<file path="src/hw/rtl/binary_heap_priority_queue_macros.svh">
// Assertion macros shared by the binary heap priority queue RTL.
// No dependencies; included by files that carry concurrent assertions.
`ifndef BINARY_HEAP_PRIORITY_QUEUE_MACROS_SVH
`define BINARY_HEAP_PRIORITY_QUEUE_MACROS_SVH

// Checked only outside reset.
`define BHPQ_ASSERT(lbl, clk, rst_n, prop, msg) \
    lbl: assert property (@(posedge clk) disable iff (!rst_n) prop) else $error(msg);

// Checked at every edge, reset included.
`define BHPQ_ASSERT_ALWAYS(lbl, clk, prop, msg) \
    lbl: assert property (@(posedge clk) prop) else $error(msg);

`endif

</file>
<file path="src/hw/rtl/bhpq_pkg.sv">
// Package for the binary heap priority queue: codes, state type, compare function.
// No dependencies; imported by bhpq_core, binary_heap_priority_queue and the testbench.
package bhpq_pkg;

    localparam int OCC_BITS = 6;
    localparam int CMP_BITS = 32;

    typedef enum logic [1:0] {
        STAT_DONE  = 2'd0,
        STAT_FULL  = 2'd1,
        STAT_EMPTY = 2'd2
    } status_t;

    typedef enum logic {
        KIND_INSERT = 1'b0,
        KIND_REMOVE = 1'b1
    } kind_t;

    typedef enum logic {
        ORDER_MAX_FIRST = 1'b0,
        ORDER_MIN_FIRST = 1'b1
    } order_t;

    typedef enum logic [2:0] {
        ST_IDLE,
        ST_UP_RD,
        ST_UP_CMP,
        ST_DN_START,
        ST_DN_LOAD,
        ST_DN_RD,
        ST_DN_CMP,
        ST_RESULT
    } state_t;

    typedef struct packed {
        logic    valid;
        status_t status;
    } res_ctrl_t;

    function automatic logic outranks(logic [CMP_BITS-1:0] a, logic [CMP_BITS-1:0] b,
                                      order_t mode);
        logic r;
        unique case (mode)
            ORDER_MIN_FIRST: r = (a < b);
            ORDER_MAX_FIRST: r = (a > b);
        endcase
        return r;
    endfunction

endpackage

</file>
<file path="src/hw/rtl/bhpq_mem.sv">
// Heap entry store: one write port, two registered read ports.
// No package dependencies; instantiated by bhpq_core.
module bhpq_mem #(
    parameter int DEPTH = 64,
    parameter int WIDTH = 32
) (
    input  logic                     clk,
    input  logic                     wr_en,
    input  logic [$clog2(DEPTH)-1:0] wr_addr,
    input  logic [WIDTH-1:0]         wr_data,
    input  logic [$clog2(DEPTH)-1:0] rd_addr_a,
    input  logic [$clog2(DEPTH)-1:0] rd_addr_b,
    output logic [WIDTH-1:0]         rd_data_a,
    output logic [WIDTH-1:0]         rd_data_b
);

    logic [WIDTH-1:0] mem [DEPTH];

    always_ff @(posedge clk)
    begin
        if (wr_en)
        begin
            mem[wr_addr] <= wr_data;
        end
    end

    always_ff @(posedge clk)
    begin
        rd_data_a <= mem[rd_addr_a];
        rd_data_b <= mem[rd_addr_b];
    end

endmodule

</file>
<file path="src/hw/rtl/bhpq_core.sv">
// Sift-up / sift-down sequencer around the heap store.
// Depends on bhpq_pkg, bhpq_mem and the assertion macro header.
`include "binary_heap_priority_queue_macros.svh"

module bhpq_core #(
    parameter int STORE_DEPTH  = 64,
    parameter int KEY_BITS     = 16,
    parameter int PAYLOAD_BITS = 16
) (
    input  logic                           clk,
    input  logic                           rst_n,
    input  bhpq_pkg::order_t               order,
    input  logic                           in_valid,
    output logic                           in_ready,
    input  bhpq_pkg::kind_t                in_kind,
    input  logic [KEY_BITS-1:0]            in_key,
    input  logic [PAYLOAD_BITS-1:0]        in_payload,
    output bhpq_pkg::res_ctrl_t            res,
    input  logic                           res_ready,
    output logic [KEY_BITS-1:0]            res_key,
    output logic [PAYLOAD_BITS-1:0]        res_payload,
    output logic [$clog2(STORE_DEPTH)-1:0] res_count
);
    import bhpq_pkg::*;

    localparam int AW = $clog2(STORE_DEPTH);
    localparam int CW = AW;
    localparam int PW = AW + 1;
    localparam int EW = KEY_BITS + PAYLOAD_BITS;
    localparam logic [CW-1:0] CNT_CAP = CW'(STORE_DEPTH - 1);
    localparam logic [PW-1:0] POS_ROOT = PW'(1);

    state_t              state_reg, state_next;
    logic [CW-1:0]       count_reg, count_next;
    logic [PW-1:0]       pos_reg, pos_next;
    logic [KEY_BITS-1:0] key_reg, key_next;
    logic [PAYLOAD_BITS-1:0] pay_reg, pay_next;
    logic [EW-1:0]       last_reg, last_next;
    logic [KEY_BITS-1:0] rkey_reg, rkey_next;
    logic [PAYLOAD_BITS-1:0] rpay_reg, rpay_next;
    status_t             status_reg, status_next;

    logic          mem_wr_en;
    logic [AW-1:0] mem_wr_addr;
    logic [EW-1:0] mem_wr_data;
    logic [AW-1:0] mem_rd_addr_a;
    logic [AW-1:0] mem_rd_addr_b;
    logic [EW-1:0] rd_a;
    logic [EW-1:0] rd_b;

    logic [PW-1:0] left;
    logic [PW-1:0] count_ext;
    logic [EW-1:0] item;
    logic          up_move;
    logic          pick_right;
    logic [EW-1:0] child_val;
    logic [PW-1:0] child_idx;
    logic          dn_move;
    logic          leaf;

    bhpq_mem #(
        .DEPTH (STORE_DEPTH),
        .WIDTH (EW)
    ) u_mem (
        .clk       (clk),
        .wr_en     (mem_wr_en),
        .wr_addr   (mem_wr_addr),
        .wr_data   (mem_wr_data),
        .rd_addr_a (mem_rd_addr_a),
        .rd_addr_b (mem_rd_addr_b),
        .rd_data_a (rd_a),
        .rd_data_b (rd_b)
    );

    // entries are {payload, key}, key in the low bits
    assign item       = {pay_reg, key_reg};
    assign left       = {pos_reg[PW-2:0], 1'b0};
    assign count_ext  = PW'(count_reg);
    assign leaf       = (left > count_ext);
    assign up_move    = outranks(CMP_BITS'(key_reg), CMP_BITS'(rd_a[KEY_BITS-1:0]), order);
    assign pick_right = (left != count_ext) &&
                        outranks(CMP_BITS'(rd_b[KEY_BITS-1:0]),
                                 CMP_BITS'(rd_a[KEY_BITS-1:0]), order);
    assign child_val  = pick_right ? rd_b : rd_a;
    assign child_idx  = pick_right ? (left + PW'(1)) : left;
    assign dn_move    = outranks(CMP_BITS'(child_val[KEY_BITS-1:0]),
                                 CMP_BITS'(last_reg[KEY_BITS-1:0]), order);

    // next state
    always_comb
    begin
        state_next = state_reg;
        unique case (state_reg)
            ST_IDLE:
            begin
                if (in_valid)
                begin
                    if (in_kind == KIND_INSERT)
                    begin
                        state_next = (count_reg == CNT_CAP) ? ST_RESULT : ST_UP_RD;
                    end
                    else
                    begin
                        state_next = (count_reg == '0) ? ST_RESULT : ST_DN_START;
                    end
                end
            end
            ST_UP_RD:    state_next = (pos_reg == POS_ROOT) ? ST_RESULT : ST_UP_CMP;
            ST_UP_CMP:   state_next = up_move ? ST_UP_RD : ST_RESULT;
            ST_DN_START: state_next = ST_DN_LOAD;
            ST_DN_LOAD:  state_next = ST_DN_RD;
            ST_DN_RD:    state_next = leaf ? ST_RESULT : ST_DN_CMP;
            ST_DN_CMP:   state_next = dn_move ? ST_DN_RD : ST_RESULT;
            ST_RESULT:   state_next = res_ready ? ST_IDLE : ST_RESULT;
            default:     state_next = ST_IDLE;
        endcase
    end

    // outputs and memory control
    always_comb
    begin
        in_ready      = 1'b0;
        res.valid     = 1'b0;
        res.status    = status_reg;
        mem_wr_en     = 1'b0;
        mem_wr_addr   = AW'(pos_reg);
        mem_wr_data   = item;
        mem_rd_addr_a = AW'(pos_reg >> 1);
        mem_rd_addr_b = AW'(left + PW'(1));
        unique case (state_reg)
            ST_IDLE:
            begin
                in_ready = 1'b1;
            end
            ST_UP_RD:
            begin
                mem_wr_en = (pos_reg == POS_ROOT);
            end
            ST_UP_CMP:
            begin
                mem_wr_en   = 1'b1;
                mem_wr_data = up_move ? rd_a : item;
            end
            ST_DN_START:
            begin
                mem_rd_addr_a = AW'(POS_ROOT);
                mem_rd_addr_b = AW'(count_reg);
            end
            ST_DN_LOAD:
            begin
            end
            ST_DN_RD:
            begin
                mem_rd_addr_a = AW'(left);
                mem_wr_en     = leaf;
                mem_wr_data   = last_reg;
            end
            ST_DN_CMP:
            begin
                mem_wr_en   = 1'b1;
                mem_wr_data = dn_move ? child_val : last_reg;
            end
            ST_RESULT:
            begin
                res.valid = 1'b1;
            end
            default:
            begin
            end
        endcase
    end

    // datapath
    always_comb
    begin
        count_next  = count_reg;
        pos_next    = pos_reg;
        key_next    = key_reg;
        pay_next    = pay_reg;
        last_next   = last_reg;
        rkey_next   = rkey_reg;
        rpay_next   = rpay_reg;
        status_next = status_reg;
        unique case (state_reg)
            ST_IDLE:
            begin
                if (in_valid)
                begin
                    key_next    = in_key;
                    pay_next    = in_payload;
                    rkey_next   = '0;
                    rpay_next   = '0;
                    status_next = STAT_DONE;
                    pos_next    = count_ext + PW'(1);
                    if (in_kind == KIND_INSERT)
                    begin
                        if (count_reg == CNT_CAP)
                        begin
                            status_next = STAT_FULL;
                        end
                    end
                    else if (count_reg == '0)
                    begin
                        status_next = STAT_EMPTY;
                    end
                end
            end
            ST_UP_RD:
            begin
                if (pos_reg == POS_ROOT)
                begin
                    count_next = count_reg + CW'(1);
                end
            end
            ST_UP_CMP:
            begin
                if (up_move)
                begin
                    pos_next = pos_reg >> 1;
                end
                else
                begin
                    count_next = count_reg + CW'(1);
                end
            end
            ST_DN_START:
            begin
            end
            ST_DN_LOAD:
            begin
                rkey_next = rd_a[KEY_BITS-1:0];
                rpay_next = rd_a[EW-1:KEY_BITS];
                last_next = rd_b;
                pos_next  = POS_ROOT;
            end
            ST_DN_RD:
            begin
                if (leaf)
                begin
                    count_next = count_reg - CW'(1);
                end
            end
            ST_DN_CMP:
            begin
                if (dn_move)
                begin
                    pos_next = child_idx;
                end
                else
                begin
                    count_next = count_reg - CW'(1);
                end
            end
            ST_RESULT:
            begin
            end
            default:
            begin
            end
        endcase
    end

    always_ff @(posedge clk or negedge rst_n)
    begin
        if (!rst_n)
        begin
            state_reg <= ST_IDLE;
            count_reg <= '0;
        end
        else
        begin
            state_reg <= state_next;
            count_reg <= count_next;
        end
    end

    always_ff @(posedge clk)
    begin
        pos_reg    <= pos_next;
        key_reg    <= key_next;
        pay_reg    <= pay_next;
        last_reg   <= last_next;
        rkey_reg   <= rkey_next;
        rpay_reg   <= rpay_next;
        status_reg <= status_next;
    end

    assign res_key     = rkey_reg;
    assign res_payload = rpay_reg;
    assign res_count   = count_reg;

    `BHPQ_ASSERT(a_count_cap, clk, rst_n, (count_reg <= CNT_CAP), "entry count above capacity")
    `BHPQ_ASSERT(a_idle_no_write, clk, rst_n, (state_reg == ST_IDLE) |-> !mem_wr_en, "write while idle")
    `BHPQ_ASSERT(a_count_at_result, clk, rst_n, (count_reg != $past(count_reg)) |-> (state_reg == ST_RESULT), "count moved outside result")
    `BHPQ_ASSERT(a_parent_in_heap, clk, rst_n, (state_reg == ST_DN_CMP) |-> (pos_reg <= count_ext), "sift-down parent past last entry")

endmodule

</file>
<file path="src/hw/rtl/binary_heap_priority_queue.sv">
// Top level of the binary heap priority queue: stream ports, mode register, result register.
// Depends on bhpq_pkg and bhpq_core.
//
// Each item is an insert or a remove; each produces one result. Items are handled one
// at a time: an insert reads the parent, compares and writes once for each level the
// new key climbs; a remove first reads the root and the last entry, then reads,
// compares and writes once for each level the last entry sinks. Each level is a
// read-compare-write on the single heap memory. The result sits in an output
// register, so a new item is taken while the previous result waits.
// The heap holds STORE_DEPTH-1 entries; no clearing pass runs after reset.
module binary_heap_priority_queue #(
    parameter int STORE_DEPTH  = 64,
    parameter int KEY_BITS     = 16,
    parameter int PAYLOAD_BITS = 16
) (
    input  logic clk,
    input  logic rst_n,
    input  logic cfg_valid,
    output logic cfg_ready,
    input  logic cfg_data,                  // order_mode
    input  logic s_tvalid,
    output logic s_tready,
    input  logic [((KEY_BITS + PAYLOAD_BITS + 7) / 8) * 8 - 1:0] s_tdata,  // key, payload
    input  logic s_tuser,                   // kind
    output logic m_tvalid,
    input  logic m_tready,
    output logic [((KEY_BITS + PAYLOAD_BITS + bhpq_pkg::OCC_BITS + 7) / 8) * 8 - 1:0] m_tdata,
                                            // out_key, out_payload, occupancy
    output logic [1:0] m_tuser              // status
);
    import bhpq_pkg::*;

    localparam int CW = $clog2(STORE_DEPTH);
    localparam int OUT_W = ((KEY_BITS + PAYLOAD_BITS + OCC_BITS + 7) / 8) * 8;

    order_t                  order_reg;
    res_ctrl_t               res;
    logic                    res_ready;
    logic [KEY_BITS-1:0]     res_key;
    logic [PAYLOAD_BITS-1:0] res_payload;
    logic [CW-1:0]           res_count;

    logic                    out_valid_reg;
    status_t                 out_status_reg;
    logic [KEY_BITS-1:0]     out_key_reg;
    logic [PAYLOAD_BITS-1:0] out_pay_reg;
    logic [OCC_BITS-1:0]     out_occ_reg;

    assign cfg_ready = 1'b1;

    always_ff @(posedge clk or negedge rst_n)
    begin
        if (!rst_n)
        begin
            order_reg <= ORDER_MAX_FIRST;
        end
        else if (cfg_valid)
        begin
            order_reg <= order_t'(cfg_data);
        end
    end

    bhpq_core #(
        .STORE_DEPTH  (STORE_DEPTH),
        .KEY_BITS     (KEY_BITS),
        .PAYLOAD_BITS (PAYLOAD_BITS)
    ) u_core (
        .clk         (clk),
        .rst_n       (rst_n),
        .order       (order_reg),
        .in_valid    (s_tvalid),
        .in_ready    (s_tready),
        .in_kind     (kind_t'(s_tuser)),
        .in_key      (s_tdata[KEY_BITS-1:0]),
        .in_payload  (s_tdata[KEY_BITS+PAYLOAD_BITS-1:KEY_BITS]),
        .res         (res),
        .res_ready   (res_ready),
        .res_key     (res_key),
        .res_payload (res_payload),
        .res_count   (res_count)
    );

    assign res_ready = !out_valid_reg || m_tready;

    always_ff @(posedge clk or negedge rst_n)
    begin
        if (!rst_n)
        begin
            out_valid_reg <= 1'b0;
        end
        else if (res_ready)
        begin
            out_valid_reg <= res.valid;
        end
    end

    always_ff @(posedge clk)
    begin
        if (res_ready && res.valid)
        begin
            out_status_reg <= res.status;
            out_key_reg    <= res_key;
            out_pay_reg    <= res_payload;
            out_occ_reg    <= OCC_BITS'(res_count);
        end
    end

    assign m_tvalid = out_valid_reg;
    assign m_tuser  = out_status_reg;
    assign m_tdata  = OUT_W'({out_occ_reg, out_pay_reg, out_key_reg});

endmodule

</file>
<file path="config.mk">
export PLATFORM = sky130hd
export DESIGN_NAME = binary_heap_priority_queue
export DESIGN_NICKNAME = d
export VERILOG_FILES = /design/src/hw/rtl/bhpq_pkg.sv /design/src/hw/rtl/bhpq_mem.sv /design/src/hw/rtl/bhpq_core.sv /design/src/hw/rtl/binary_heap_priority_queue.sv
export VERILOG_INCLUDE_DIRS = /design/src /design/src/hw/rtl
export SDC_FILE = /design/constraint.sdc
export NUM_CORES = 2
export LEC_CHECK = 0
export ABC_AREA = 1
export BUFFER_PORTS_ARGS = -buffer_cell sky130_fd_sc_hd__buf_2
export CAP_MARGIN = 20
export CORE_MARGIN = 1
export CORE_UTILIZATION = 35
export CTS_BUF_LIST = sky130_fd_sc_hd__clkbuf_16
export CTS_CLUSTER_SIZE = 30
export DETAILED_ROUTE_END_ITERATION = 12
export GPL_ROUTABILITY_DRIVEN = 0
export MAX_ROUTING_LAYER = met4
export PLACE_DENSITY = 0.52
export SETUP_SLACK_MARGIN = 0.05
export SLEW_MARGIN = 0
export SYNTH_ARGS = -nofsm -noshare
export SYNTH_HDL_FRONTEND = slang
export SYNTH_SLANG_ARGS = --single-unit
</file>
<file path="constraint.sdc">
create_clock -name clk -period 7.8 [get_ports clk]
set_input_delay 2.34 -clock clk [delete_from_list [all_inputs] [get_ports clk]]
set_output_delay 2.34 -clock clk [all_outputs]
set_load 0.01 [all_outputs]
</file>
---- Word level (Yosys, flattened, before mapping) ----
Memories as Yosys holds them, arrays and structs flattened. A register that Yosys moved wholly into a read port is not among the register bits.
Index checks and enable logic that the tools add are counted.
storage, ports and cells
  register bits ........................... 156
  memory bits (writable) .................. 2048
  memories ................................ 1
memories
  name              words  width  read ports  clocked after Yosys merged registers in  write ports  line            source
  u_core.u_mem.mem  64     32     2           2                                        1            bhpq_mem.sv:17  logic [WIDTH-1:0] mem [DEPTH];
cells by class
  add/subtract/negate cells ............... 4
  $lt $le $gt $ge ......................... 7
  equal/unequal tests ..................... 17
  muxes and demuxes ....................... 40
  bitwise logic cells ..................... 1
  reductions and logical operators ........ 14
operators with widths
  kind                                                   number
  2-to-1 mux 32 bit                                      3
  case mux 32 bit (3 select lines)                       1
  case mux 16 bit (2 select lines)                       2
  greater-than comparator 16 bit                         3
  < comparator 16 bit                                    3
  2-to-1 mux 6 bit                                       5
  2-to-1 mux 7 bit                                       4
  case mux 7 bit (4 select lines)                        1
  case mux 3 bit (8 select lines)                        1
  case mux 6 bit (4 select lines)                        1
  2-to-1 mux 3 bit                                       7
  2-to-1 mux 16 bit                                      1
  equality test 3 bit, second input constant             4
  case mux 6 bit (2 select lines)                        1
  inequality test 2 x 1 -> 1 bit, second input constant  4
  nonzero test 4 bit                                     2
  adder 6 x 1 -> 7 bit, second input constant            1
  adder 7 x 1 -> 7 bit, second input constant            1
  equality test 7 x 1 -> 1 bit, second input constant    1
  greater-than comparator 7 x 6 -> 1 bit                 1
  inequality test 7 x 6 -> 1 bit                         1
  adder 6 x 1 -> 6 bit, second input constant            1
  equality test 3 x 2 -> 1 bit, second input constant    2
  equality test 6 bit, second input constant             1
  other kinds (18)                                       31

---- Depth between registers and ports, before layout ----
  depth after elaboration ................. 8
  gate-level depth with buffers ........... 29
  mapped depth without buffers ............ 29

---- Modules after synthesis ----
A second synthesis with hierarchy kept.
unflattened totals
  cells, all modules ...................... 12485
  area total of the unflattened synthesis .. 112959.6 sq um
modules (own cells, without submodules)
  module                      times used  cells an instance  area an instance (sq um)  seq. area each (sq um)
  bhpq_mem                    1           11401              103655.7                  62780.2
  bhpq_core                   1           1029               7990.2                    3378.2
  binary_heap_priority_queue  1           55                 1313.8                    1251.2

---- Worst setup path before layout ----
OpenSTA, ideal clock, no wires.
  kind .................................... flip-flop to flip-flop
  start ................................... register u_core.u_mem.rd_data_a[15], read port of u_core.u_mem.mem
  end ..................................... memory u_core.u_mem.mem[0][19], data pin
  library setup time ...................... 0.548 ns
  arrival ................................. 5.229 ns
  setup slack ............................. 2.024 ns
  cell stages (with the launch flop) ...... 28
  period minus slack after synthesis ...... 5.776 ns
  path through ............................ dfxtp_1 > inv_1 > ha_1 > nand2_1 > nor2_1 > nand2_1 > nor2_1 > nand2_1 > nand3_1 > nand2_1 > nand2_1 > clkbuf_1 > nand3b_1 > and2_1 > ha_1 > nand2_1 > nor2_1 > nand3_1 > nor2_1 > nand2_1 > nand3_1 > nand2_1 > nand2_1 > nand2_1 > inv_1 > buf_1 > nand3_1 > a21oi_1
between the ends
  cells in the longest elaborated chain, start to end .. 8
  elaborated cells on any way between the ends .. 14
RTL lines
  what                                                                          line                            source
  start: declaration                                                            bhpq_mem.sv:13                  output logic [WIDTH-1:0] rd_data_a,
  greater-than comparator 16 bit / < comparator 16 bit (equally long branches)  bhpq_pkg.sv:45, bhpq_pkg.sv:44
  case mux 1 bit (2 select lines)                                               bhpq_pkg.sv:43                  unique case (mode)
  logical AND 1 bit                                                             bhpq_core.sv:81                 assign pick_right = (left != count_ext) &&
  2-to-1 mux 32 bit                                                             bhpq_core.sv:84                 assign child_val = pick_right ? rd_b : rd_a;
  greater-than comparator 16 bit / < comparator 16 bit (equally long branches)  bhpq_pkg.sv:45, bhpq_pkg.sv:44
  case mux 1 bit (2 select lines)                                               bhpq_pkg.sv:43
  2-to-1 mux 32 bit                                                             bhpq_core.sv:161                mem_wr_data = dn_move ? child_val : last_reg;
  case mux 32 bit (3 select lines) (*)                                          bhpq_core.sv:130                unique case (state_reg)
  via u_core.mem_wr_data[19]                                                    bhpq_core.sv:45                 logic [EW-1:0] mem_wr_data;
  end: declaration                                                              bhpq_mem.sv:17
Mark *: on every way through the listed nets, which the timed path passes. The rest lies on a longest branch.

---- Worst setup path after layout ----
  start ................................... register u_core.u_mem.rd_data_a[15], read port of u_core.u_mem.mem
  end ..................................... memory u_core.u_mem.mem[37][10], data pin
The elaborated chain is that of the path after synthesis.

==> key figures <==
Logic synthesis
  • Synth unique cells: 46
  • EDFF count, synth: 2193
  • Primary FF master, synth: edfxtp_1
  • Top-area cell type share of the netlist area: 58.8%
  • Syn avg cell area: 9.81 um^2
  • Synth area leader: edfxtp_1
  • Largest cells by area after synthesis: edfxtp_1 (59%), nand3_1 (9.1%), o211ai_1 (7.3%), nand2_1 (6.4%), o21ai_0 (3.4%)
  • #FFs+latches synth: 2268
  • Synth warnings: 0
  • Asr flop ratio synth: 0.485%
  • Synthesized area: 112000 um^2
  • Sequential area share after synthesis: 60.2%
  • Post-Synthesis Cells: 11400

Setup path
  • Critical path class: flop to flop
  • Setup crit start kind: flop
  • Worst path arrival time: 7.66 ns
  • Worst-path fanout max: 64
  • R2R depth: 27
  • CP startpoint: u_core.u_mem.rd_data_a[15]
  • Worst setup EP type: flop
  • WP data required: 8.38 ns
  • Origin of the critical flop-to-flop path: u_core.u_mem.rd_data_a[15]

Route
  • Initial DRT Pass Iterations: 7
  • DRC: 0
  • Final wirelength: 448000 um
  • Drt wl/cell: 28.9 um
  • Detailed Route Iter0 Violations: 13400
  • DR vias: 93100
  • Final ANT Viol Nets: 0
  • Vias per cell: 6.02

Die
  • Core area: 318000 um^2
  • Die ar.: 322000 um^2
  • Ports: 84
  • Die span in y: 568 um
  • Initial Util: 35.2%
  • # rows: 207
  • Die W: 568 um

Timing
  • Period utilization: 90.8%
  • RSZ-0062 raised after global routing: no
  • Final Hold Fails: 0
  • Final setup fails: 0
  • Slew of the pin with the lowest slew margin: 1.24 ns
  • Fin crit period: 7.08 ns
  • Maximum operating frequency: 141 MHz
  • Worst slew margin: 17.2%
  • Post-route setup TNS: 0 ns
  • Clock Skews: 0.0572 ns
  • Final slew viol count: 0

Global route
  • Total grt overflow: 0
  • Initial antenna violation count: 23
  • Vias in the first global route: 86400
  • First-pass GRT wire length: 630000 um
  • Largest net degree at the start of global routing: 236
  • Total Routing Usage GR: 27.6%

Placed design
  • Count of input and output buffers: 80
  • Post-DP HPWL: 239000 um

Layout
  • Multi-input gate area: 37500 um^2
  • Largest reg by FF count: u_core.u_mem.mem
  • Area occupied by registers: 67400 um^2
  • Share of post-route cells with drive strength above 1: 6.97%
  • Max FFs per register: 2048
  • Fillers: 30700
  • Area Overhead vs Synth: 11.0%
  • Nets: 11200

Min path
  • WHS Path Cells: 0
  • Worst hold path type: flop to flop
  • HP Start: u_core.res_payload[7]

Clock network
  • CTS buffer count: 245
  • Root buffer cell: clkbuf_16
  • CTS tree: yes
  • # clock sinks: 2268
  • H-tree levels: 4
  • Post-CTS Resized: 0
  • Clk_lat worst skew: 0.94 ns
  • Post-CTS Hold Fix Bufs: 0
  • Post-CTS setup buffer count: 0
  • CTS clk-pin slew, worst paths: 0.06 ns
  • CTS max path bufs: 4

Status
  • Outcome: finished, final reports clean

Run
  • Max capacitance violation total: 0
==> final cells by class <==
| class | instances | area share, % |
|---|---|---|
| Antenna cell | 10 | 0.0201 |
| Clock buffer | 249 | 5.01 |
| Clock inverter | 199 | 1.14 |
| Inverter | 962 | 2.94 |
| Multi-Input combinational cell | 7274 | 30.2 |
| Sequential cell | 2268 | 54.2 |
| Tap cell | 4180 | 4.20 |
| Timing Repair Buffer | 331 | 2.31 |
==> cells in the mapped netlist (4+ instances only) <==
master / n
nor2_1: 544
or2_2: 9
nand2_1: 1916
ha_1: 64
o21ai_0: 766
buf_4: 29
dfxtp_1: 64
buf_6: 5
buf_1: 93
buf_2: 489
and2_1: 12
o211ai_1: 1089
inv_1: 951
o221ai_1: 5
nor3_1: 4
xor2_1: 6
o22ai_1: 7
edfxtp_1: 2193
dfrtp_1: 11
nand3_1: 2040
nand4_1: 44
o21ai_1: 69
nand2_2: 5
clkbuf_1: 300
a21oi_1: 644
nand3b_1: 26
inv_2: 9
==> worst paths after layout <==
check,endpoint,slack (ns)
setup / recovery,u_core.u_mem.mem[37][10],0.72
hold / removal,out_pay_reg[7],0.41
setup reg to reg,u_core.u_mem.mem[37][10],0.72
hold reg to reg,out_pay_reg[7],0.41
max in group asynchronous,u_core.state_reg[1],6.22
min in group asynchronous,u_core.state_reg[0],1.29
==> stage by stage <==
stage / setup slack, ns / std cells / util, % / hold slack [ns] / cell area, um^2
6_report: 0.721 / 15500 / 39.1 / 0.411 / 124000
5_1_grt: 0.450 / 15500 / 39.1 / 0.430 / 124000
4_1_cts: 0.931 / 15500 / 39.1 / 0.417 / 124000
3_5_place_dp: 0.997 / 15000 / 36.7 / 0.405 / 117000
3_3_place_gp: 0.959 / 15000 / 36.6 / 0.405 / 117000
2_1_floorplan: 2.02 / 11400 / - / 0.399 / 112000
==> layer usage <==
metal  GRT usage [%]  vias up  wire, um
met3            4.91     1225     48500
met4            12.3        0     21700
met2            42.2     5866    201000
li1                -    40300         -
met1            35.9    45600    177000
met5               -        -         0
==> logic make-up (layout without fill, tap and decap cells) <==
logic type                 after synthesis  after routing  share of synthesized area (%)
adders and majority gates               65             65                          0.733
and+or+nand+nor                       4605           4605                           18.0
DFF                                   2268           2268                           60.2
other                                    2             13                        0.00670
xor gates and xnor gates                 8              8                         0.0625
buffers and inverters                 1878           1741                           6.97
AOI/OAI and AO/OA                     2593           2593                           14.1
==> cells in the final DEF (no fill, tap or decap), types with 68 or more instances in the layout <==
master	instances
edfxtp_1	2193
nand3_1	2035
nand2_1	1916
o211ai_1	1089
inv_1	1015
o21ai_0	766
a21oi_1	636
nor2_1	477
clkbuf_16	249
buf_4	206
buf_2	80
nor2_4	68
o21ai_1	68
==> worst max-delay path, stage by stage, from the launching register on <==
cell and delay [ns]:
dfxtp_1 0.30, inv_1 0.14, ha_1 0.28, nand2_1 0.10
inv_1 0.04, nand2_1 0.07, nand2_1 0.05, a21oi_1 0.27
nand3_1 0.19, a21oi_2 0.15, buf_4 0.40, nand2_2 0.67
inv_1 0.44, nand2_1 0.09, nand2_1 0.10, ha_1 0.23
nand2_1 0.09, nor2_1 0.07, a21boi_0 0.13, nor2_1 0.30
nand3_1 0.12, nand2_1 0.10, nand3_1 0.45, nand2_1 0.68
buf_4 0.36, nand2_1 0.08, nand4_1 0.11, buf_4 0.62
Power is not shown: default switching activity piles up to over one toggle a cycle in this logic, so the estimate is an artifact.
